[config.mk]
export PLATFORM = sky130hd
export DESIGN_NAME = mi4_front
export DESIGN_NICKNAME = d
export VERILOG_FILES = /design/src/rtl/mi4_pkg.sv /design/src/rtl/mi4_front.sv
export SDC_FILE = /design/constraint.sdc
export NUM_CORES = 1
export LEC_CHECK = 0
export BUFFER_PORTS_ARGS = -buffer_cell sky130_fd_sc_hd__buf_4
export CELL_PAD_IN_SITES_DETAIL_PLACEMENT = 2
export CELL_PAD_IN_SITES_GLOBAL_PLACEMENT = 2
export CORE_MARGIN = 1
export CORE_UTILIZATION = 11
export DETAILED_ROUTE_END_ITERATION = 6
export PLACE_DENSITY = 0.86
export SLEW_MARGIN = 20
export SYNTH_ARGS = -nofsm -noshare
export SYNTH_HDL_FRONTEND = slang
export SYNTH_SLANG_ARGS = --single-unit
[constraint.sdc]
create_clock -name clk -period 1.3 [get_ports clk]
set_input_delay 0.26 -clock clk [delete_from_list [all_inputs] [get_ports clk]]
set_output_delay 0.26 -clock clk [all_outputs]
set_load 0.05 [all_outputs]
[src/rtl/mi4_pkg.sv]
// Shared types, constants and schedule tables for the 4x4 matrix inverse unit.
// Used by every module of the block; depends on nothing.
`default_nettype none

package mi4_pkg;

	localparam int ELEM_WIDTH_DEF = 32;
	localparam int FRAC_BITS_DEF  = 16;
	localparam int DIGIT_W        = 16;
	localparam int QUEUE_DEPTH    = 4;
	localparam int NUM_ELEMS      = 16;
	localparam int NUM_MINORS     = 12;
	localparam int MINOR_BASE     = NUM_ELEMS;
	localparam int ADDR_W         = $clog2(NUM_ELEMS + NUM_MINORS);

	// Group numbers of the compute schedule: twelve minors, the determinant,
	// then one group per adjugate entry.
	localparam logic [4:0] GRP_DET      = 5'd12;
	localparam logic [4:0] GRP_ADJ0     = 5'd13;
	localparam logic [4:0] GRP_ADJ_LAST = 5'd28;

	typedef struct packed {
		logic [3:0] idx;
		logic       last;
	} elem_tag_t;

	typedef struct packed {
		logic [ADDR_W-1:0] addr_a;
		logic [ADDR_W-1:0] addr_b;
		logic              neg;
		logic              grp_end;
	} term_t;

	// Each minor is x[p]*x[q] - x[r]*x[s].
	localparam int MINOR_TAB [12][4] = '{
		'{0, 5, 1, 4}, '{0, 6, 2, 4}, '{0, 7, 3, 4}, '{1, 6, 2, 5},
		'{1, 7, 3, 5}, '{2, 7, 3, 6}, '{8, 13, 9, 12}, '{8, 14, 10, 12},
		'{8, 15, 11, 12}, '{9, 14, 10, 13}, '{9, 15, 11, 13}, '{10, 15, 11, 14}
	};

	// Adjugate entry: three terms of {element, minor number, negate}.
	localparam int ADJ_TAB [16][3][3] = '{
		'{'{5, 11, 0}, '{6, 10, 1}, '{7, 9, 0}},
		'{'{1, 11, 1}, '{2, 10, 0}, '{3, 9, 1}},
		'{'{13, 5, 0}, '{14, 4, 1}, '{15, 3, 0}},
		'{'{9, 5, 1}, '{10, 4, 0}, '{11, 3, 1}},
		'{'{4, 11, 1}, '{6, 8, 0}, '{7, 7, 1}},
		'{'{0, 11, 0}, '{2, 8, 1}, '{3, 7, 0}},
		'{'{12, 5, 1}, '{14, 2, 0}, '{15, 1, 1}},
		'{'{8, 5, 0}, '{10, 2, 1}, '{11, 1, 0}},
		'{'{4, 10, 0}, '{5, 8, 1}, '{7, 6, 0}},
		'{'{0, 10, 1}, '{1, 8, 0}, '{3, 6, 1}},
		'{'{12, 4, 0}, '{13, 2, 1}, '{15, 0, 0}},
		'{'{8, 4, 1}, '{9, 2, 0}, '{11, 0, 1}},
		'{'{4, 9, 1}, '{5, 7, 0}, '{6, 6, 1}},
		'{'{0, 9, 0}, '{1, 7, 1}, '{2, 6, 0}},
		'{'{12, 3, 1}, '{13, 1, 0}, '{14, 0, 1}},
		'{'{8, 3, 0}, '{9, 1, 1}, '{10, 0, 0}}
	};

	// Operand addresses and sign of one product term of the schedule.
	function automatic term_t term_lookup(input logic [4:0] grp, input logic [2:0] sub);
		term_t      t;
		logic [3:0] k;
		t = '0;
		k = '0;
		if (grp < GRP_DET) begin
			k = grp[3:0];
			if (sub[0] == 1'b0) begin
				t.addr_a = ADDR_W'(MINOR_TAB[k][0]);
				t.addr_b = ADDR_W'(MINOR_TAB[k][1]);
				t.neg    = 1'b0;
				t.grp_end = 1'b0;
			end else begin
				t.addr_a = ADDR_W'(MINOR_TAB[k][2]);
				t.addr_b = ADDR_W'(MINOR_TAB[k][3]);
				t.neg    = 1'b1;
				t.grp_end = 1'b1;
			end
		end else if (grp == GRP_DET) begin
			t.addr_a  = ADDR_W'(MINOR_BASE + int'(sub));
			t.addr_b  = ADDR_W'(MINOR_BASE + NUM_MINORS - 1 - int'(sub));
			t.neg     = (sub == 3'd1) || (sub == 3'd4);
			t.grp_end = (sub == 3'd5);
		end else begin
			k = 4'(grp - GRP_ADJ0);
			t.addr_a  = ADDR_W'(ADJ_TAB[k][sub[1:0]][0]);
			t.addr_b  = ADDR_W'(MINOR_BASE + ADJ_TAB[k][sub[1:0]][1]);
			t.neg     = (ADJ_TAB[k][sub[1:0]][2] != 0);
			t.grp_end = (sub == 3'd2);
		end
		return t;
	endfunction

endpackage

`default_nettype wire

[src/rtl/mi4_front.sv]
// Input side of the matrix inverse unit: takes element beats and tags each
// with its storage index and an end-of-matrix mark. Uses mi4_pkg.
`default_nettype none

module mi4_front #(
	parameter int ELEM_WIDTH = mi4_pkg::ELEM_WIDTH_DEF
) (
	input  wire logic                  clk,
	input  wire logic                  arst_n,
	input  wire logic                  element_valid,
	output      logic                  element_ready,
	input  wire logic [ELEM_WIDTH-1:0] element_value,
	input  wire logic                  queue_full,
	output      logic                  push,
	output      logic [ELEM_WIDTH-1:0] push_value,
	output      mi4_pkg::elem_tag_t    push_tag
);
	import mi4_pkg::*;

	logic [3:0] load_count_q;

	assign element_ready = !queue_full;
	assign push          = element_valid && !queue_full;
	assign push_value    = element_value;
	assign push_tag.idx  = load_count_q;
	assign push_tag.last = (load_count_q == 4'(NUM_ELEMS - 1));

	always_ff @(posedge clk or negedge arst_n) begin
		if (!arst_n) begin
			load_count_q <= '0;
		end else if (push) begin
			load_count_q <= load_count_q + 4'd1;
		end
	end

endmodule

`default_nettype wire

==> summary.txt <==
status: finished with violations
failing checks: setup timing
Final Util: 11.35%
antenna-violating nets left: 0
CTS clk-pin slew, worst paths: 0.03 ns
Initial Utilization: 11.68%
DRC errors left: 0
Hold WS: 0.3811 ns
Synth Net Count: 84
Final Cell Area: 421.7 µm²
I/O pins: 75
vias per std cell: 2.620
placed cell areas: 342.8 µm²
Reg with most FFs: load_count_q
root buf cell: clkbuf_8
Core Box Area: 0.003716 mm²
fin crit share: 105.0%
Syn. warnings: 0
Final Wtd Congestion: 0.6790
fmax: 732.4 MHz
biggest regs: load_count_q (4)
worst rel slew slack: 89.72%
die area: 0.004202 mm²
area of the multi-input gates: 96.34 µm²
clk buf depth: 2
Area growth, synth to finish: -2.882%
Cells after Synth: 47
leading cell type in the layout, fill and taps excluded: buf_4
synthesized area: 434.2 µm²
Pwr per Cell Area: 2810 mW/mm²
reg2reg setup slack: 0.27 ns
IO buf count: 10
crit path max fanout: 2
most frequent cells in the layout: 12 x buf_4, 4 x dfrtp_2, 3 x clkbuf_8, 2 x xnor2_1
ant diodes: 0
final WL: 730 µm
Worst EP arrival: 1.11 ns
Tot Pwr: 1.185 mW
Worst Hold Class: in -> async
pin count of the biggest net entering global routing: 5
Overall Global Routing Usage: 4.737%
RSZ-0062 raised after global routing: true
max reg flops: 4
critical path data required time: 1.04 ns
routed length per placed instance: 9.241 µm
Row Count: 22
clk sinks: 4
kind of critical path: reg -> out
vias in the first global route: 253
CTS H-tree depth: 1
shortest period the worst path allows: 1.365 ns
Setup crit start kind: flip-flop
CP Capture Type: output pin
flip-flop and latch area: 105.1 µm²
Hold Violations, Final: 0
layout cells sized above 1: 77.42%
CTS buffer count: 3
first-pass detailed-route iteration total: 2
Seq cells post-synth: 4
Fillers: 429
Syn Area/Cell: 9.238 µm²
initial antenna violation count: 0
Setup TNS: -0.06541 ns
Clk Latency, worst-skew pair: 0.22 ns
CTS tree: built
clock skew: 0.002576 ns
Max Cap Violations: 0
Yosys cell types: 12
Place WS: 0.07597 ns
die width: 64.83 µm
Final setup viols: 1
via count: 207
first-pass GRT wire length: 1255 µm
Finished Layout Cells: 79
GR Overflow Total: 0
Nets: 70
Die Span Y: 64.83 µm
First DRT Iteration DRCs: 9
DP Cell Count: 74
LEAKAGE: 0.1737 nW
worst vdd ir: 0.3293 mV
Max Slew Vio Count: 0
register area share after synthesis: 23.05%
worst-margin pin slew: 0.1554 ns
Setup WS post-layout: -0.06541 ns
[layer usage]
layer  track usage, %  vias up  wire length [µm]
li1                 -       81                 -
met3            6.162        4               168
met1            3.246       99               234
met2            4.948       23               297
met5                0        -                 0
met4            6.944        0                29
[power breakdown]
part | leakage (nW) | total, mW | internal (mW) | switching (mW)
clock | 0.0216 | 0.262 | 0.197 | 0.0645
combinational | 0.109 | 0.646 | 0.262 | 0.384
sequential | 0.0431 | 0.277 | 0.203 | 0.0735
total | 0.174 | 1.18 | 0.663 | 0.522
[layout make-up]
type	instances	area share [%]
sequential	4	24.93
tap	48	14.24
timing repair buffer	14	27.30
inverter	1	0.8902
multi-input combinational	9	22.85
clock buffer	3	9.792
[Yosys cell counts]
cell type	n	area (µm²)
nand4_1	1	6.260
buf_4	32	240.2
xnor2_1	2	17.52
mux2_4	1	15.01
nand2_1	1	3.750
nor2b_2	1	8.760
and3_1	1	6.260
dfrtp_1	4	100.1
inv_1	1	3.750
ha_1	1	12.51
xor2_1	1	8.760
buf_6	1	11.26
[what timing repair did]
action,in CTS,in global routing
endpoints found under the hold margin,4,0
setup endpoints to repair,1,1
hold buffers,1,0
pin swaps,1,0
gates resized for setup,4,0
buffers inserted,1,0
[path summary, 6_finish.rpt]
check	endpoint	cells after the start	start
setup / recovery	push_tag[0]	3	load_count_q[1]
hold / removal	load_count_q[3]	2	arst_n
setup reg to reg	load_count_q[1]	2	load_count_q[1]
hold reg to reg	load_count_q[3]	1	load_count_q[3]
max in group asynchronous	load_count_q[0]	2	arst_n
min in group clk	load_count_q[3]	1	load_count_q[3]
[worst max-delay path, stage by stage (launching register included)]
cell	delay, ns
dfrtp_2	0.41
ha_4	0.16
and3_4	0.17
buf_8	0.14
[logic make-up (layout without fill, tap and decap cells)]
| group | after synthesis | count (layout) | synth area share [%] |
|---|---|---|---|
| buffers and inverters | 34 | 18 | 58.79 |
| flip-flops | 4 | 4 | 23.06 |
| AND/OR/NAND/NOR | 4 | 4 | 5.765 |
| XOR/XNOR | 3 | 3 | 6.053 |
| adder cells (fa/ha/maj) | 1 | 1 | 2.881 |
| multiplexers | 1 | 1 | 3.457 |
Power figures use the tool's default switching activity.
